**config.mk**
```make
export PLATFORM = sky130hd
export DESIGN_NAME = hmfq_reader
export DESIGN_NICKNAME = d
export VERILOG_FILES = /design/src/rtl/hmfq_pkg.sv /design/src/rtl/hmfq_reader.sv
export SDC_FILE = /design/constraint.sdc
export NUM_CORES = 1
export LEC_CHECK = 0
export BUFFER_PORTS_ARGS = -buffer_cell sky130_fd_sc_hd__buf_2
export CORE_MARGIN = 1.5
export CORE_UTILIZATION = 60
export CTS_BUF_LIST = sky130_fd_sc_hd__clkbuf_8
export CTS_CLUSTER_SIZE = 8
export DETAILED_ROUTE_END_ITERATION = 16
export PLACE_DENSITY = 0.88
export SLEW_MARGIN = 20
export SYNTH_ARGS = -nofsm -noshare
export SYNTH_HDL_FRONTEND = slang
export SYNTH_SLANG_ARGS = --single-unit
```
**constraint.sdc**
```tcl
create_clock -name clk -period 7.15 [get_ports clk]
set_input_delay 1.43 -clock clk [delete_from_list [all_inputs] [get_ports clk]]
set_output_delay 1.43 -clock clk [all_outputs]
set_load 0.005 [all_outputs]
```
**src/rtl/hmfq_pkg.sv**
```systemverilog
// Package for the HID message framer queue: constants, types and helper functions.
`default_nettype none
package hmfq_pkg;

  localparam int QUEUE_FRAMES = 128;
  localparam int FRAME_BYTES  = 64;
  localparam int INIT_PAYLOAD = 57;
  localparam int CONT_PAYLOAD = 59;

  localparam int INIT_HDR = 7;
  localparam int CONT_HDR = 5;
  localparam int INIT_EFF = (INIT_PAYLOAD < FRAME_BYTES - INIT_HDR) ?
                            INIT_PAYLOAD : (FRAME_BYTES - INIT_HDR);
  localparam int CONT_EFF = (CONT_PAYLOAD < FRAME_BYTES - CONT_HDR) ?
                            CONT_PAYLOAD : (FRAME_BYTES - CONT_HDR);
  localparam int INIT_LIMIT = INIT_HDR + INIT_EFF;
  localparam int CONT_LIMIT = CONT_HDR + CONT_EFF;

  localparam int SLOT_W = $clog2(QUEUE_FRAMES);
  localparam int IDX_W  = $clog2(FRAME_BYTES);
  localparam int FILL_W = $clog2(FRAME_BYTES + 1);
  localparam int ADDR_W = $clog2(QUEUE_FRAMES * FRAME_BYTES);

  typedef logic [SLOT_W-1:0] slot_t;
  typedef logic [IDX_W-1:0]  idx_t;
  typedef logic [FILL_W-1:0] fill_t;
  typedef logic [ADDR_W-1:0] addr_t;

  typedef enum logic [1:0] {
    OP_BEGIN = 2'd0,
    OP_DATA  = 2'd1,
    OP_READ  = 2'd2,
    OP_CLEAR = 2'd3
  } opcode_t;

  typedef struct packed {
    opcode_t     opcode;
    logic [7:0]  cmd;
    logic [31:0] channel_id;
    logic [15:0] msg_length;
    logic [7:0]  data_byte;
  } req_t;

  typedef struct packed {
    logic [7:0] frame_byte;
    logic       last;
    logic       empty_res;
  } rsp_t;

  // per-slot header and fill, kept apart from the payload bytes
  typedef struct packed {
    logic [31:0] chan;
    logic [7:0]  tag;
    logic [15:0] len;
    logic        init;
    fill_t       fill;
  } meta_t;

  typedef struct packed {
    logic       en;
    addr_t      addr;
    logic [7:0] data;
  } data_wr_t;

  typedef struct packed {
    logic  en;
    slot_t slot;
    meta_t meta;
  } meta_wr_t;

  typedef struct packed {
    logic  meta_en;
    slot_t meta_slot;
    logic  data_en;
    addr_t data_addr;
  } rd_req_t;

  function automatic slot_t next_slot(slot_t s);
    return (s == slot_t'(QUEUE_FRAMES - 1)) ? '0 : slot_t'(s + slot_t'(1));
  endfunction

  function automatic addr_t byte_addr(slot_t s, idx_t i);
    return addr_t'(addr_t'(s) * addr_t'(FRAME_BYTES)) + addr_t'(i);
  endfunction

endpackage
`default_nettype wire

```
**src/rtl/hmfq_reader.sv**
```systemverilog
// Read sequencer: pops the head frame byte by byte through a two-entry output buffer.
`default_nettype none
module hmfq_reader (
  input  wire logic             clk,
  input  wire logic             rst,
  input  wire logic             do_read,
  input  wire logic             do_clear,
  input  wire hmfq_pkg::slot_t  tail,
  input  wire hmfq_pkg::meta_t  meta_rdata,
  input  wire logic [7:0]       data_rdata,
  input  wire logic             rsp_ready,
  output logic                  busy,
  output hmfq_pkg::slot_t       head,
  output hmfq_pkg::rd_req_t     rd,
  output logic                  rsp_valid,
  output hmfq_pkg::rsp_t        rsp
);

  typedef enum logic [3:0] {
    RS_IDLE  = 4'b0001,
    RS_META  = 4'b0010,
    RS_BYTES = 4'b0100,
    RS_EMPTY = 4'b1000
  } rd_state_t;

  rd_state_t        state;
  hmfq_pkg::slot_t  rd_slot;
  hmfq_pkg::meta_t  meta;
  hmfq_pkg::idx_t   idx;

  // issue stage: byte in flight from memory or a header value
  logic             st_valid;
  logic             st_mem;
  logic [7:0]       st_byte;
  logic             st_last;
  logic             st_empty;

  logic             skid_valid;
  hmfq_pkg::rsp_t   skid;

  logic             pop;
  logic [1:0]       occ;
  logic             space;
  logic             issue;
  logic             sel_mem;
  logic [7:0]       sel_byte;
  hmfq_pkg::rsp_t   incoming;

  always_comb begin
    pop   = rsp_valid && rsp_ready;
    occ   = 2'(rsp_valid) + 2'(skid_valid) + 2'(st_valid);
    space = (occ - 2'(pop)) <= 2'd1;
    issue = space && ((state == RS_BYTES) || (state == RS_EMPTY));

    sel_mem  = 1'b0;
    sel_byte = 8'd0;
    priority if (idx < hmfq_pkg::idx_t'(4)) begin
      sel_byte = meta.chan[8*idx[1:0] +: 8];
    end else if (idx == hmfq_pkg::idx_t'(4)) begin
      sel_byte = meta.tag;
    end else if (meta.init && (idx == hmfq_pkg::idx_t'(5))) begin
      sel_byte = meta.len[15:8];
    end else if (meta.init && (idx == hmfq_pkg::idx_t'(6))) begin
      sel_byte = meta.len[7:0];
    end else begin
      sel_mem = hmfq_pkg::fill_t'(idx) < meta.fill;
    end

    rd.meta_en   = do_read;
    rd.meta_slot = head;
    rd.data_en   = issue && (state == RS_BYTES);
    rd.data_addr = hmfq_pkg::byte_addr(rd_slot, idx);

    incoming.frame_byte = st_mem ? data_rdata : st_byte;
    incoming.last       = st_last;
    incoming.empty_res  = st_empty;

    busy = state != RS_IDLE;
  end

  always_ff @(posedge clk) begin
    if (rst) begin
      state <= RS_IDLE;
      head  <= '0;
      idx   <= '0;
    end else begin
      unique case (state)
        RS_IDLE: begin
          if (do_clear) begin
            head <= tail;
          end else if (do_read) begin
            if (head == tail) begin
              state <= RS_EMPTY;
            end else begin
              rd_slot <= head;
              head    <= hmfq_pkg::next_slot(head);
              state   <= RS_META;
            end
          end
        end
        RS_META: begin
          meta  <= meta_rdata;
          idx   <= '0;
          state <= RS_BYTES;
        end
        RS_BYTES: begin
          if (issue) begin
            if (idx == hmfq_pkg::idx_t'(hmfq_pkg::FRAME_BYTES - 1)) begin
              state <= RS_IDLE;
            end else begin
              idx <= idx + hmfq_pkg::idx_t'(1);
            end
          end
        end
        RS_EMPTY: begin
          if (issue) begin
            state <= RS_IDLE;
          end
        end
        default: state <= RS_IDLE;
      endcase
    end
  end

  always_ff @(posedge clk) begin
    if (rst) begin
      st_valid <= 1'b0;
    end else begin
      st_valid <= issue;
    end
    if (issue) begin
      st_mem   <= (state == RS_BYTES) && sel_mem;
      st_byte  <= (state == RS_BYTES) ? sel_byte : 8'd0;
      st_last  <= (state == RS_EMPTY) ||
                  (idx == hmfq_pkg::idx_t'(hmfq_pkg::FRAME_BYTES - 1));
      st_empty <= state == RS_EMPTY;
    end
  end

  always_ff @(posedge clk) begin
    if (rst) begin
      rsp_valid  <= 1'b0;
      skid_valid <= 1'b0;
    end else begin
      if (!rsp_valid || pop) begin
        if (skid_valid) begin
          rsp       <= skid;
          rsp_valid <= 1'b1;
          if (st_valid) begin
            skid <= incoming;
          end else begin
            skid_valid <= 1'b0;
          end
        end else if (st_valid) begin
          rsp       <= incoming;
          rsp_valid <= 1'b1;
        end else begin
          rsp_valid <= 1'b0;
        end
      end else if (st_valid) begin
        skid       <= incoming;
        skid_valid <= 1'b1;
      end
    end
  end

endmodule
`default_nettype wire

```
After elaboration in Yosys (flattened, before gate mapping). Index checks and enable logic that the tools add are counted.

Add/subtract/negate cells: 6. $lt $le $gt $ge: 3. Equality and inequality tests: 19. Shift operators: 1. Multiplexer cells: 33. Bitwise logic cells: 3. Reductions and logical operators: 21.

Operator list (count): $mux W10 (5); $mux W8 (5); $shiftx A32 B6 Y8 (1); $mux W7 (4); $mux W4 (6); $eq A6 B3 Y1 const B (3); $pmux W4 S4 (1); $ne A2 B2 Y1 const B (7); $add A13 B6 Y13 (1); $mux W6 (2); $pmux W6 S2 (1); $reduce_and A5 Y1 (2); $mux W1 (9); $reduce_and A3 Y1 (3); $reduce_bool A2 Y1 (4); $add A7 B1 Y7 const B (1); $eq A7 B7 Y1 (1); $eq A7 B7 Y1 const B (1); $lt A6 B7 Y1 (1); $add A6 B1 Y6 const B (1); $eq A6 B6 Y1 const B (1); $logic_and A1 B1 Y1 (6); $lt A6 B3 Y1 const B (1); $eq A4 B1 Y1 const B (1); 13 further kinds (18).

Bits in registers: 122. Output and inout bits: 41.

Depth between registers and ports, before layout.
Word-level depth: 7. Depth in mapped cells: 10.

Worst setup path after synthesis. OpenSTA, ideal clock, no wires.

Kind: input to register. From: input port rst. To: register meta[0] in the netlist's numbering (enable). Setup time: 487 ps. Arrival time: 4324 ps. Required time: 6663 ps. Setup slack: 2339 ps. Stages on the path: 2. Cells stage by stage: clkbuf_1 nor2_1.

Longest elaborated chain between the ends: 2.

RTL lines: from (decl) (RTL line hmfq_reader.sv:5) `input wire logic rst,`; $not A1 Y1 (no line); $reduce_and A2 Y1 (no line); to (signal assigned) (RTL line hmfq_reader.sv:102) `meta <= meta_rdata;`; to (decl) (RTL line hmfq_reader.sv:28) `hmfq_pkg::meta_t meta;`.

No other way between the ends. A chain may end at the register's enable or synchronous reset.

==> results_dict.tcl <==
set metrics [dict create \
    outcome "completed" \
    endpoint_kind "output port" \
    drv.max_cap_violation_count 0 \
    synth_cell_type_count 52 \
    detail_route.first_pass.iterations 4 \
    tritoncts_clock_tree "built" \
    cp_max_fo 12 \
    hold_path_startpoint "st_empty$_DFFE_PP_" \
    cp.required_ns 5.72 \
    max_slew.worst_pin.slew_ns 0.921 \
    vias 3472 \
    avgSynthCellArea_um2 14.3 \
    worstHoldPathType "flip-flop to flip-flop" \
    timing.critical_path.from_type "input port" \
    setup_viol 0 \
    grt_pass1_wl_mm 16.0 \
    placementRows 33 \
    synth_area_um2 5210 \
    core-area_um2 8300 \
    cp_slowest_stage_delay_ns 0.27 \
    synth.ff_latch_count 122 \
    vias_per_cell 5.73 \
    cp_cell_sequence "buf_2, and2_1, ha_1, inv_1, ha_1, a21oi_1, xnor2_1, buf_4, nor2_1, buf_2" \
    synth_nets 461 \
    num_antenna_cells 0 \
    cts_resized 0 \
    period_needed_ns 4.42 \
    flow.area_growth_from_synthesis_pct 20.7 \
    leakagePower_nw 2.36 \
    start_util_pct 62.8 \
    asyncSetResetFlopFracSynth_pct 0 \
    die_height_um 96.2 \
    critical_path_class "input port to output port" \
    clock_sink_count 122 \
    die_area_um2 9250 \
    wirelength_mm 10.4 \
    synth_enable_flop_cells 102 \
    clk_latency_ns 0.42 \
    antenna_violations_before_repair 0 \
    globalplace.congestion 0.848 \
    cells_after_synthesis 365 \
    postSynth.topFlopCell "edfxtp_1" \
    post_cts_hold_buffer_count 0 \
    timing.setup.tns_ns 0 \
    globalRoute.totalOverflow 0 \
    pre_cts_ws_ns 2.75 \
    synthesis.yosys.warnings 0 \
    fillCellCount 501 \
    final_min_period_over_clock_period_pct 61.9 \
    slew_headroom_pct 38.1 \
    nets 584 \
    cts_made_buffers 17 \
    post-cts-setup-buffer-count 0 \
    route.detailed.wl_per_inst_um 17.1 \
    rsz0062_at_grt "false" \
    drive_above_1_share_pct 39.1 \
    r2r-start "state[1]$_SDFFE_PP0P_" \
    clockBufferDepth 2 \
    first_global_vias 3423 \
    global_route.usage.total_pct 23.9 \
    die_w_um 96.2 \
    final_max_slew_viol_count 0 \
    placement.io_buffers 124 \
    powerDensity_nw_per_um2 246 \
    timing.critical_path.max_delay_family "adder cells" \
    crit_path_start "rsp_ready" \
    dr_iter_0_viols 193 \
    cts.root.buffer_cell "clkbuf_8" \
    htree_levels 4 \
    critPathArrivalTime_ns 2.99 \
    cts.clk_slew.worst_paths_ns 0.07 \
    synth.yosys.seq_area_share_pct 66.5 \
    io_pins 125 \
    timing.critical_path.buf_inv 4 \
    final-hold-violation-count 0 \
    grt_max_degree 65 \
    crit_slowest_cell "ha_1" \
    fin_ws_ns 2.73 \
    achievable-frequency_mhz 226 \
    place_hpwl_mm 6.83 \
    drt_drc_violations_left 0 \
    final_antenna_net_count 0 \
    largest_clock_skew_in_the_final_design_ns 0.0124 \
    ir_worst_vdd_uv 191 \
]
[cells in the mapped netlist, types with 2 or more instances]
| cell type | n | share of area (%) |
|---|---|---|
| xnor2_1 | 11 | 1.8 |
| nor2_1 | 21 | 1.5 |
| edfxtp_1 | 102 | 59 |
| nand3_1 | 9 | 0.86 |
| ha_1 | 12 | 2.9 |
| a21o_1 | 2 | 0.29 |
| nand4_1 | 2 | 0.24 |
| buf_4 | 8 | 1.2 |
| nor3_1 | 10 | 0.96 |
| mux2_2 | 18 | 3.9 |
| a21oi_1 | 21 | 2.0 |
| nor4b_1 | 4 | 0.67 |
| xor2_1 | 2 | 0.34 |
| o31ai_1 | 3 | 0.43 |
| a211oi_1 | 2 | 0.29 |
| a22o_1 | 8 | 1.3 |
| clkbuf_1 | 13 | 0.94 |
| mux2i_1 | 2 | 0.38 |
| or2_2 | 2 | 0.24 |
| mux4_2 | 8 | 3.5 |
| a221oi_1 | 4 | 0.67 |
| inv_1 | 13 | 0.94 |
| and2_1 | 2 | 0.24 |
| a31o_2 | 2 | 0.34 |
| a22oi_1 | 8 | 1.2 |
| o21ai_0 | 4 | 0.38 |
| nor2b_1 | 3 | 0.36 |
| dfxtp_1 | 20 | 7.7 |
| nand2_1 | 23 | 1.7 |
| nand2b_1 | 2 | 0.24 |
| o31a_1 | 2 | 0.34 |
| o211ai_1 | 2 | 0.29 |
[area by class of cell]
type,instances,area (µm²),share of cell area [%]
inverters,13,48.8,0.776
clock buffers,17,234,3.72
flip-flops and latches,122,3460,55.1
clock inverters,15,165,2.63
repair buffers,127,643,10.2
well taps,105,131,2.09
multi-input cells,207,1600,25.5
[registers in the layout (all words and copies together), names as in the netlist]
signal      flops
state           4
head            7
idx             6
meta           64
rd_slot         7
rsp_valid       1
st_valid        1
st_empty        1
skid           10
st_last         1
st_mem          1
skid_valid      1
rsp            10
st_byte         8
[cells by family (layout without fill, tap and decap cells)]
family	Yosys count	after routing	share of synthesized area [%]
AOI/OAI and AO/OA	68	68	9.30
xor gates and xnor gates	13	13	2.19
adders and majority gates	12	12	2.88
buffers and inverters	36	172	3.19
DFF	122	122	66.5
muxes	28	28	7.73
and+or+nand+nor	86	86	8.22
[power by group]
group / leakage (nW) / switching (W) / internal (W) / total, W
sequential: 1.07 / 0.0000218 / 0.000789 / 0.000811
combinational: 1.10 / 0.0000660 / 0.0000625 / 0.000129
clock: 0.190 / 0.000292 / 0.000316 / 0.000608
total: 2.36 / 0.000380 / 0.00117 / 0.00155
[per-layer routing]
layer	wire length [µm]	track usage, %	vias up
met4	261	11.2	0
met2	5360	41.2	167
met1	4050	27.8	1629
li1	-	-	1648
met5	0	0	-
met3	684	6.48	28
[placed cells by master (no fill, tap or decap), types with 3 or more instances in the layout]
| cell type | count |
|---|---|
| a21oi_1 | 21 |
| a221oi_1 | 4 |
| a22o_1 | 8 |
| a22oi_1 | 8 |
| buf_2 | 124 |
| buf_4 | 3 |
| clkbuf_8 | 17 |
| clkinvlp_4 | 4 |
| dfxtp_1 | 20 |
| edfxtp_1 | 102 |
| ha_1 | 12 |
| inv_1 | 13 |
| inv_6 | 6 |
| mux2_2 | 18 |
| mux4_2 | 8 |
| nand2_1 | 23 |
| nand3_1 | 9 |
| nor2_1 | 20 |
| nor2b_1 | 3 |
| nor3_1 | 8 |
| nor4b_1 | 3 |
| o21ai_0 | 4 |
| o31ai_1 | 3 |
| xnor2_1 | 11 |
[path summary, 6_finish.rpt]
| path | endpoint | slack, ns | cells past startpoint |
|---|---|---|---|
| setup / recovery | rd[13] | 2.73 | 10 |
| hold / removal | skid[0]$_DFFE_PP_ | 0.47 | 0 |
| setup reg to reg | rd_slot[5]$_DFFE_PP_ | 4.59 | 3 |
| hold reg to reg | skid[0]$_DFFE_PP_ | 0.47 | 0 |
[per-stage QoR]
step	instances	util, %	hold slack, ns	total power, W	cell area (µm²)
2_1_floorplan	365	-	0.422	0.000901	5210
3_3_place_gp	574	70.8	0.439	0.000944	5870
6_report	606	75.8	0.466	0.00155	6290
5_1_grt	606	75.8	0.477	0.00160	6290
3_5_place_dp	574	70.8	0.436	0.000951	5880
4_1_cts	606	75.7	0.471	0.00155	6280
Power figures use the tool's default switching activity.
