--- config.mk ---
export PLATFORM = sky130hd
export DESIGN_NAME = hmfq_builder
export DESIGN_NICKNAME = d
export VERILOG_FILES = /design/src/rtl/hmfq_pkg.sv /design/src/rtl/hmfq_builder.sv
export SDC_FILE = /design/constraint.sdc
export NUM_CORES = 1
export LEC_CHECK = 0
export BUFFER_PORTS_ARGS = -buffer_cell sky130_fd_sc_hd__clkbuf_2
export CELL_PAD_IN_SITES_DETAIL_PLACEMENT = 0
export CELL_PAD_IN_SITES_GLOBAL_PLACEMENT = 2
export CORE_MARGIN = 10
export CORE_UTILIZATION = 28
export CTS_BUF_LIST = sky130_fd_sc_hd__clkbuf_8
export CTS_CLUSTER_DIAMETER = 60
export DETAILED_ROUTE_END_ITERATION = 8
export GPL_TIMING_DRIVEN = 1
export PLACE_DENSITY_LB_ADDON = 0.15
export SLEW_MARGIN = 20
export SYNTH_ARGS = -nofsm -noshare
export SYNTH_HDL_FRONTEND = slang
export SYNTH_SLANG_ARGS = --single-unit
--- constraint.sdc ---
create_clock -name clk -period 5.8 [get_ports clk]
set_input_delay 1.16 -clock clk [delete_from_list [all_inputs] [get_ports clk]]
set_output_delay 1.16 -clock clk [all_outputs]
set_load 0.1 [all_outputs]
--- src/rtl/hmfq_pkg.sv ---
// Package for the HID message framer queue: constants, types and helper functions.
`default_nettype none
package hmfq_pkg;

  localparam int QUEUE_FRAMES = 128;
  localparam int FRAME_BYTES  = 64;
  localparam int INIT_PAYLOAD = 57;
  localparam int CONT_PAYLOAD = 59;

  localparam int INIT_HDR = 7;
  localparam int CONT_HDR = 5;
  localparam int INIT_EFF = (INIT_PAYLOAD < FRAME_BYTES - INIT_HDR) ?
                            INIT_PAYLOAD : (FRAME_BYTES - INIT_HDR);
  localparam int CONT_EFF = (CONT_PAYLOAD < FRAME_BYTES - CONT_HDR) ?
                            CONT_PAYLOAD : (FRAME_BYTES - CONT_HDR);
  localparam int INIT_LIMIT = INIT_HDR + INIT_EFF;
  localparam int CONT_LIMIT = CONT_HDR + CONT_EFF;

  localparam int SLOT_W = $clog2(QUEUE_FRAMES);
  localparam int IDX_W  = $clog2(FRAME_BYTES);
  localparam int FILL_W = $clog2(FRAME_BYTES + 1);
  localparam int ADDR_W = $clog2(QUEUE_FRAMES * FRAME_BYTES);

  typedef logic [SLOT_W-1:0] slot_t;
  typedef logic [IDX_W-1:0]  idx_t;
  typedef logic [FILL_W-1:0] fill_t;
  typedef logic [ADDR_W-1:0] addr_t;

  typedef enum logic [1:0] {
    OP_BEGIN = 2'd0,
    OP_DATA  = 2'd1,
    OP_READ  = 2'd2,
    OP_CLEAR = 2'd3
  } opcode_t;

  typedef struct packed {
    opcode_t     opcode;
    logic [7:0]  cmd;
    logic [31:0] channel_id;
    logic [15:0] msg_length;
    logic [7:0]  data_byte;
  } req_t;

  typedef struct packed {
    logic [7:0] frame_byte;
    logic       last;
    logic       empty_res;
  } rsp_t;

  // per-slot header and fill, kept apart from the payload bytes
  typedef struct packed {
    logic [31:0] chan;
    logic [7:0]  tag;
    logic [15:0] len;
    logic        init;
    fill_t       fill;
  } meta_t;

  typedef struct packed {
    logic       en;
    addr_t      addr;
    logic [7:0] data;
  } data_wr_t;

  typedef struct packed {
    logic  en;
    slot_t slot;
    meta_t meta;
  } meta_wr_t;

  typedef struct packed {
    logic  meta_en;
    slot_t meta_slot;
    logic  data_en;
    addr_t data_addr;
  } rd_req_t;

  function automatic slot_t next_slot(slot_t s);
    return (s == slot_t'(QUEUE_FRAMES - 1)) ? '0 : slot_t'(s + slot_t'(1));
  endfunction

  function automatic addr_t byte_addr(slot_t s, idx_t i);
    return addr_t'(addr_t'(s) * addr_t'(FRAME_BYTES)) + addr_t'(i);
  endfunction

endpackage
`default_nettype wire

--- src/rtl/hmfq_builder.sv ---
// Frame builder: message state, payload byte writes and frame commit to the ring.
`default_nettype none
module hmfq_builder (
  input  wire logic               clk,
  input  wire logic               rst,
  input  wire logic               do_begin,
  input  wire logic               do_data,
  input  wire hmfq_pkg::req_t     req,
  input  wire hmfq_pkg::slot_t    head,
  output hmfq_pkg::slot_t         tail,
  output hmfq_pkg::data_wr_t      data_wr,
  output hmfq_pkg::meta_wr_t      meta_wr
);

  logic                 message_active;
  logic [15:0]          bytes_remaining;
  hmfq_pkg::idx_t       frame_fill;
  logic [7:0]           sequence_count;
  logic [31:0]          saved_channel;
  logic [7:0]           tag;
  logic [15:0]          saved_len;
  logic                 in_init;

  logic                 data_ok;
  logic                 open_cont;
  hmfq_pkg::idx_t       fill_eff;
  logic [7:0]           tag_eff;
  logic                 init_eff;
  logic [15:0]          rem_dec;
  hmfq_pkg::fill_t      fill_inc;
  hmfq_pkg::fill_t      limit;
  logic                 commit;
  hmfq_pkg::slot_t      tail_next;

  always_comb begin
    data_ok   = do_data && message_active;
    open_cont = frame_fill == '0;
    fill_eff  = open_cont ? hmfq_pkg::idx_t'(hmfq_pkg::CONT_HDR) : frame_fill;
    tag_eff   = open_cont ? sequence_count : tag;
    init_eff  = open_cont ? 1'b0 : in_init;
    rem_dec   = bytes_remaining - 16'd1;
    fill_inc  = hmfq_pkg::fill_t'(fill_eff) + hmfq_pkg::fill_t'(1);
    limit     = init_eff ? hmfq_pkg::fill_t'(hmfq_pkg::INIT_LIMIT)
                         : hmfq_pkg::fill_t'(hmfq_pkg::CONT_LIMIT);
    tail_next = hmfq_pkg::next_slot(tail);

    data_wr.en   = data_ok;
    data_wr.addr = hmfq_pkg::byte_addr(tail, fill_eff);
    data_wr.data = req.data_byte;

    meta_wr.slot = tail;
    if (do_begin) begin
      commit = req.msg_length == 16'd0;
      meta_wr.meta.chan = req.channel_id;
      meta_wr.meta.tag  = req.cmd;
      meta_wr.meta.len  = req.msg_length;
      meta_wr.meta.init = 1'b1;
      meta_wr.meta.fill = hmfq_pkg::fill_t'(hmfq_pkg::INIT_HDR);
    end else begin
      commit = data_ok && ((rem_dec == 16'd0) || (fill_inc >= limit));
      meta_wr.meta.chan = saved_channel;
      meta_wr.meta.tag  = tag_eff;
      meta_wr.meta.len  = saved_len;
      meta_wr.meta.init = init_eff;
      meta_wr.meta.fill = fill_inc;
    end
    // a full ring drops the frame: the slot is simply reused
    meta_wr.en = commit;
  end

  always_ff @(posedge clk) begin
    if (rst) begin
      tail            <= '0;
      message_active  <= 1'b0;
      bytes_remaining <= '0;
      frame_fill      <= '0;
      sequence_count  <= '0;
      saved_channel   <= '0;
      tag             <= '0;
      saved_len       <= '0;
      in_init         <= 1'b0;
    end else begin
      if (commit && (tail_next != head)) begin
        tail <= tail_next;
      end
      if (do_begin) begin
        saved_channel   <= req.channel_id;
        sequence_count  <= '0;
        tag             <= req.cmd;
        saved_len       <= req.msg_length;
        in_init         <= 1'b1;
        bytes_remaining <= req.msg_length;
        message_active  <= req.msg_length != 16'd0;
        frame_fill      <= (req.msg_length == 16'd0) ? '0
                           : hmfq_pkg::idx_t'(hmfq_pkg::INIT_HDR);
      end else if (data_ok) begin
        if (open_cont) begin
          sequence_count <= sequence_count + 8'd1;
          tag            <= sequence_count;
          in_init        <= 1'b0;
        end
        bytes_remaining <= rem_dec;
        frame_fill      <= commit ? '0 : fill_inc[hmfq_pkg::IDX_W-1:0];
        if (rem_dec == 16'd0) begin
          message_active <= 1'b0;
        end
      end
    end
  end

endmodule
`default_nettype wire

Yosys cells after proc, flatten, opt, wreduce, memory -nomap -nowiden

Cells that the tools add are included.

Register bits after elaboration: 95
Logic and storage cells: 49
Bits of input ports: 77

$lt $le $gt $ge: 1
Reduce and logical (&&, ||, !) cells: 13
Equality and inequality tests: 2
Add/sub/neg operators: 5
Multiplexer cells: 19

Operators by type and width:

| kind                                                                  | count |
|---|---|
| 64-bit 2-to-1 mux                                                     | 1 |
| 16-bit zero test                                                      | 2 |
| 16-bit 2-to-1 mux                                                     | 2 |
| 6-bit 2-to-1 mux                                                      | 4 |
| 8-bit 2-to-1 mux                                                      | 3 |
| 16-bit nonzero test                                                   | 1 |
| 16-bit by 1-bit subtractor with 16-bit output (second input constant) | 1 |
| 13-bit by 6-bit adder with 13-bit output                              | 1 |
| 8-bit by 1-bit adder with 8-bit output (second input constant)        | 1 |
| 6-bit by 1-bit adder with 7-bit output (second input constant)        | 1 |
| 7-bit by 1-bit adder with 7-bit output (second input constant)        | 1 |
| 7-bit equality test (second input constant)                           | 1 |
| 7-bit >= comparator (second input constant)                           | 1 |
| 1-bit 2-to-1 mux                                                      | 7 |
| 7-bit 2-to-1 mux                                                      | 1 |
| 7-bit inequality test                                                 | 1 |
| 6-bit zero test                                                       | 1 |
| 2-bit AND reduction                                                   | 2 |
| 2-bit nonzero test                                                    | 2 |
| 1-bit logical AND                                                     | 3 |
| 3-bit 2-to-1 mux                                                      | 1 |
| 2-bit OR reduction                                                    | 1 |
| 1-bit logical OR                                                      | 1 |

Logic depth before layout (Yosys ltp)

Gate-level depths: netlist of run 1.

Word-level depth: 10
Depth in mapped cells: 11
Gate-level depth less buffers: 9

Least setup slack after synthesis of run 1

No wires, ideal clock.

Path kind: input -> output
From: input port do_begin
To: output port meta_wr[11] (netlist bit)
Stages: 4
Arrival time: 3.912 ns
Slack: 0.728 ns
Data required time: 4.640 ns
Cell sequence: clkbuf_1 -> clkbuf_1 -> clkbuf_1 -> o21ai_0

RTL lines:

| item            | line               | source |
|---|---|---|
| start, declared | hmfq_builder.sv:6  | `input wire logic do_begin,` |
| end, declared   | hmfq_builder.sv:12 | `output hmfq_pkg::meta_wr_t meta_wr` |

==> results_dict.tcl, run 1 <==
set metrics [dict create \
    status "completed" \
    synth_top_cell_by_area "dfxtp_1" \
    tritoncts "built" \
    die_area_um2 23500 \
    num_vias 4368 \
    yosysUniqueCellTypes 50 \
    grt_max_degree 89 \
    synth-edff-count 0 \
    finalSetupViolCount 0 \
    cts_made_buffers 9 \
    ys_warn_count 0 \
    maxSlewViolCount 0 \
    finalHoldViolCount 0 \
    synth.yosys.seq_area_share 0.383 \
    cts_root_buffer "clkbuf_8" \
    synth.top_cell.area_share 0.383 \
    gp_congestion 0.750 \
    fin_tns_setup_ns 0 \
    synth.area.top_cells "dfxtp_1 38%, mux2_2 8.6%, nor2b_1 7.3%" \
    h-tree-depth 3 \
    fp.dieW_um 153 \
    die_y_um 153 \
    fin_worst_skew_ns 0.0119 \
    cp_max_fo 17 \
    criticalPathCategory "reg2out" \
    drtIter0Drc 197 \
    ios 178 \
    area_growth_pct 19.4 \
    core_um2 17400 \
    timing.final.crit_share 0.768 \
    placed_cells 919 \
    num_antenna_cells 0 \
    max-slew-margin-rel 0.330 \
    layout-drive-gt1-share 0.313 \
    power_density_nw_per_um2 283 \
    post_cts_buffers 0 \
    arrival_ns 3.30 \
    fin_nets 786 \
    drc 0 \
    cts_resized 0 \
    antenna_found_initial 1 \
    tightestPinTransition_ns 1.00 \
    clkTransAtPathRegs_ns 0.09 \
    cts_hold_buf 0 \
    p_total_w 0.00168 \
    dr.pass1.iters 4 \
    netlist_instances 595 \
    start_util 0.286 \
    r2r_setup_slack_ns 2.67 \
    syn_nets 676 \
    cp_data_required_time_ns 4.64 \
    final_core_util 0.341 \
    place_hpwl_um 10700 \
    grt_pass1_vias 4543 \
    synth-seq-cells 95 \
    cts.sinks 95 \
    max_freq_mhz 224 \
    track_usage 0.122 \
    grt_overflow 0 \
    ir_worst_vdd_v 0.000120 \
    worst_setup_path_end_kind "output port" \
    vias_per_cell 4.67 \
    max-cap-violations 0 \
    crit_path_start_kind "flop" \
    final_cell_count_no_fill 935 \
    io_buffers 159 \
    row_count 48 \
    post_drt_wl_per_cell_um 15.7 \
    ant_nets 0 \
    rsz0062_at_grt "no" \
    async_flop_share 0 \
    p_leak_nw 2.55 \
    min_path_type "reg2reg" \
    grt_pass1_wl_um 23800 \
    insertion_delay_ns 0.38 \
    yosys_most_used_dff "dfxtp_1" \
    fin_crit_ns 4.46 \
    synthesis.area_um2 4960 \
    drt_wl_total_um 14700 \
    syn_avg_cell_area_um2 8.34 \
    clk_path_buf_depth 2 \
]
routing by layer:
layer / share of wire / track usage
met5: 0.00089 / 0
met4: 0.017 / 0.0441
met3: 0.092 / 0.0542
met2: 0.44 / 0.191
met1: 0.45 / 0.145
power breakdown:
part | switching, W | internal [W]
clock | 0.000248 | 0.000210
sequential | 0.0000231 | 0.000685
combinational | 0.000395 | 0.000115
kinds of logic after synthesis:
family	after synthesis	share of synthesized area
AO/OA/AOI/OAI	95	0.113
multiplexers	48	0.106
XOR/XNOR	28	0.0494
buffers and inverters	81	0.0827
flip-flops	95	0.383
AND/OR/NAND/NOR	244	0.255
adder cells (fa/ha/maj)	4	0.0101
registers in the layout, indices dropped and copies added (netlist names):
signal and flops:
bytes_remaining 16, frame_fill 6, in_init 1, message_active 1
saved_channel 32, saved_len 16, sequence_count 8, tag 8
tail 7
worst max-delay path: stages (launching register included):
cell,delay [ns]
dfxtp_1,0.58
inv_1,0.08
ha_1,0.28
o21bai_1,0.23
a211oi_1,0.23
nor3_1,0.09
a2111o_1,0.43
o31a_1,0.29
buf_4,0.19
inv_1,0.06
clkbuf_2,0.44
worst paths after layout:
check / start / end / cells after the start
worst min register to register: tag[5]$_SDFFE_PP0P_ / tag[5]$_SDFFE_PP0P_ / 2
worst min-delay path: tag[5]$_SDFFE_PP0P_ / tag[5]$_SDFFE_PP0P_ / 2
worst max register to register: bytes_remaining[0]$_SDFFE_PP0P_ / tail[4]$_SDFFE_PP0P_ / 10
worst max-delay path: bytes_remaining[0]$_SDFFE_PP0P_ / meta_wr[71] / 10
cells in the final DEF (no fill, tap or decap), drive strengths merged, types with 4 or more instances in the layout:
cell / Yosys / final
a21o: 8 / 8
a21oi: 30 / 30
buf: 32 / 5
clkbuf: 31 / 167
dfxtp: 95 / 95
ha: 4 / 4
inv: 18 / 20
mux2: 38 / 38
mux2i: 10 / 10
nand2: 64 / 64
nand2b: 9 / 9
nand3: 13 / 13
nand4: 4 / 4
nor2: 38 / 38
nor2b: 58 / 58
nor3: 16 / 16
nor4: 12 / 12
o21ai: 37 / 37
or2: 5 / 5
or3: 9 / 9
xnor2: 14 / 14
xor2: 14 / 14
synthesized netlist by cell type (all sizes together) (9+ instances only):
cell / number
a21oi: 30
buf: 32
clkbuf: 31
dfxtp: 95
inv: 18
mux2: 38
mux2i: 10
nand2: 64
nand2b: 9
nand3: 13
nor2: 38
nor2b: 58
nor3: 16
nor4: 12
o21ai: 37
or3: 9
xnor2: 14
xor2: 14
cell type report:
| class | count | area (um^2) |
|---|---|---|
| Fill cell | 1869 | 11400 |
| Multi-Input combinational cell | 419 | 2660 |
| Sequential cell | 95 | 1900 |
| Timing Repair Buffer | 162 | 821 |
| Tap cell | 225 | 282 |
| Clock buffer | 10 | 138 |
| Inverter | 18 | 67.6 |
| Clock inverter | 6 | 60.1 |
metrics by stage:
step | instance area (um^2) | setup WS, ns | hold WS, ns
after floorplan | 4960 | 0.728 | 0.432
after global placement | 5720 | 1.45 | 0.440
after detailed placement | 5720 | 1.46 | 0.446
after CTS | 5920 | 1.31 | 0.460
after global routing | 5930 | 1.12 | 0.481
final | 5930 | 1.34 | 0.458
(Power assumes the default switching activity.)
==> run 2: changes to the inputs <==
--- a/config.mk
+++ b/config.mk
@@ -9,7 +9,7 @@
 export CELL_PAD_IN_SITES_DETAIL_PLACEMENT = 0
 export CELL_PAD_IN_SITES_GLOBAL_PLACEMENT = 2
 export CORE_MARGIN = 10
-export CORE_UTILIZATION = 28
+export CORE_UTILIZATION = 26
 export CTS_BUF_LIST = sky130_fd_sc_hd__clkbuf_8
 export CTS_CLUSTER_DIAMETER = 60
 export DETAILED_ROUTE_END_ITERATION = 8
==> constraint.sdc (replaced) <==
create_clock -name clk -period 3.62 [get_ports clk]
set_input_delay 0.724 -clock clk [delete_from_list [all_inputs] [get_ports clk]]
set_output_delay 0.724 -clock clk [all_outputs]
set_load 0.1 [all_outputs]
==> run 2 against run 1 <==
Effect of this change:
- hold slack improved by 0.00065 ns
- clock skew is essentially flat
- critical path type unchanged
- cell count increased by 1.7%
- utilization decreased by 2.1 points
- via count up 0.76%
- register-to-register slack got worse by 2.1 ns
- setup slack worse by 1.2 ns
- design area increased by 1.5%
- non-clock buffer count is 7 higher
- clock power is 48% higher
- total power grew 58%
- combinational power up 64%
==> results_dict.tcl, run 2 (synthesis results as in run 1) <==
set metrics [dict create \
    ant_nets 0 \
    final_common_cell "clkbuf_2" \
    drc 0 \
    layout_common_cells "156 x clkbuf_2, 93 x dfxtp_1, 64 x nand2_1, 58 x nor2b_1" \
    fin_nets 793 \
    fin_tns_setup_ns 0 \
    cp_data_required_time_ns 2.90 \
    antenna_found_initial 0 \
    finalHoldViolCount 0 \
    place_hpwl_um 11500 \
    p_leak_nw 2.58 \
    ios 178 \
    row_count 50 \
    ir_worst_vdd_v 0.000197 \
    grt_pass1_wl_um 24400 \
    max-slew-margin-rel 0.365 \
    die_y_um 158 \
    max-cap-violations 0 \
    post_cts_buffers 0 \
    power_density_nw_per_um2 441 \
    tritoncts "built" \
    cts_root_buffer "clkbuf_8" \
    placed_cells 935 \
    maxSlewViolCount 0 \
    max_freq_mhz 289 \
    grt_pass1_vias 4573 \
    min_path_type "reg2reg" \
    gp_congestion 0.781 \
    start_util 0.264 \
    cts_made_buffers 9 \
    finalSetupViolCount 0 \
    reg_top3 "saved_channel: 32 flops, bytes_remaining: 16 flops, saved_len: 16 flops" \
    crit_path_start_kind "flop" \
    dp_slack_ns 0.314 \
    fin_worst_skew_ns 0.0117 \
    cts_hold_buf 0 \
    core_um2 18800 \
    area_growth_pct 21.1 \
    insertion_delay_ns 0.37 \
    hold_ws_ns 0.459 \
    track_usage 0.122 \
    vias_per_cell 4.63 \
    grt_max_degree 51 \
    worst_setup_path_end_kind "output port" \
    rsz0062_at_grt "no" \
    cts.sinks 95 \
    fp.dieW_um 158 \
    largest_register_ff_count 32 \
    dr.pass1.iters 4 \
    clk_path_buf_depth 2 \
    grt_overflow 0 \
    num_antenna_cells 0 \
    arrival_ns 2.74 \
    drtIter0Drc 190 \
    drt_wl_total_um 15300 \
    num_vias 4401 \
    cp_max_fo 10 \
    criticalPathCategory "reg2out" \
    regMostFlops "saved_channel" \
    die_area_um2 25000 \
    h-tree-depth 3 \
    final_cell_count_no_fill 951 \
    io_buffers 159 \
    clkTransAtPathRegs_ns 0.10 \
    layout-drive-gt1-share 0.325 \
    timing.final.crit_share 0.956 \
    fin_crit_ns 3.46 \
    post_drt_wl_per_cell_um 16.1 \
    fin_ws_ns 0.159 \
    tightestPinTransition_ns 0.949 \
    status "completed" \
]
-- run 2: changes by cell type in the layout (fill, tap and decap cells not counted), moves of 2 or more --
cell | before | now
buf_4 | 4 | 10
o21ai_0 | 37 | 22
buf_12 | 0 | 2
clkinv_4 | 0 | 2
o21ai_1 | 0 | 15
dfxtp_1 | 95 | 93
dfxtp_4 | 0 | 2
-- run 2: final cells by class --
class,count,area (um^2)
Inverter,18,67.6
Clock inverter,7,57.6
Timing Repair Buffer,169,901
Clock buffer,9,124
Tap cell,234,293
Fill cell,2040,12800
Multi-Input combinational cell,419,2660
Sequential cell,95,1910
-- run 2: repair_timing --
item,in CTS,in global routing
pin swaps,0,0
endpoints found under the setup margin,1,1
resized for setup,2,3
-- run 2: per-layer routing --
metal | track usage | routed length (um)
met2 | 0.193 | 6820
met1 | 0.146 | 6790
met5 | 0 | 0
met4 | 0.0335 | 120
met3 | 0.0573 | 1580
-- run 2: path summary, 6_finish.rpt --
| path | slack, ns | from | to | cells after the start |
|---|---|---|---|---|
| min reg2reg | 0.46 | tag[2]$_SDFFE_PP0P_ | tag[2]$_SDFFE_PP0P_ | 2 |
| max reg2reg | 0.61 | bytes_remaining[0]$_SDFFE_PP0P_ | tail[4]$_SDFFE_PP0P_ | 9 |
| max | 0.16 | bytes_remaining[0]$_SDFFE_PP0P_ | meta_wr[71] | 8 |
| min | 0.46 | tag[2]$_SDFFE_PP0P_ | tag[2]$_SDFFE_PP0P_ | 2 |
-- run 2: critical path: stages (launching register included) --
cell and delay [ns]:
dfxtp_4 0.43, inv_1 0.06, ha_1 0.27, o21bai_1 0.24, a211o_1 0.28, a2111o_1 0.45, o31a_1 0.34, inv_1 0.11
buf_12 0.18
-- run 2: report_power, final --
part           switching, W  internal [W]
clock network      0.000421      0.000258
logic              0.000643      0.000193
registers         0.0000377       0.00110
-- run 2: metrics by stage --
step | instance area [um^2] | total power (W) | util
finish | 6010 | 0.00265 | 0.320
global route | 6010 | 0.00279 | 0.320
CTS | 6000 | 0.00270 | 0.320
detailed placement | 5810 | 0.00200 | 0.310
global placement | 5810 | 0.00200 | 0.310
floorplan | 4960 | 0.00188 | -
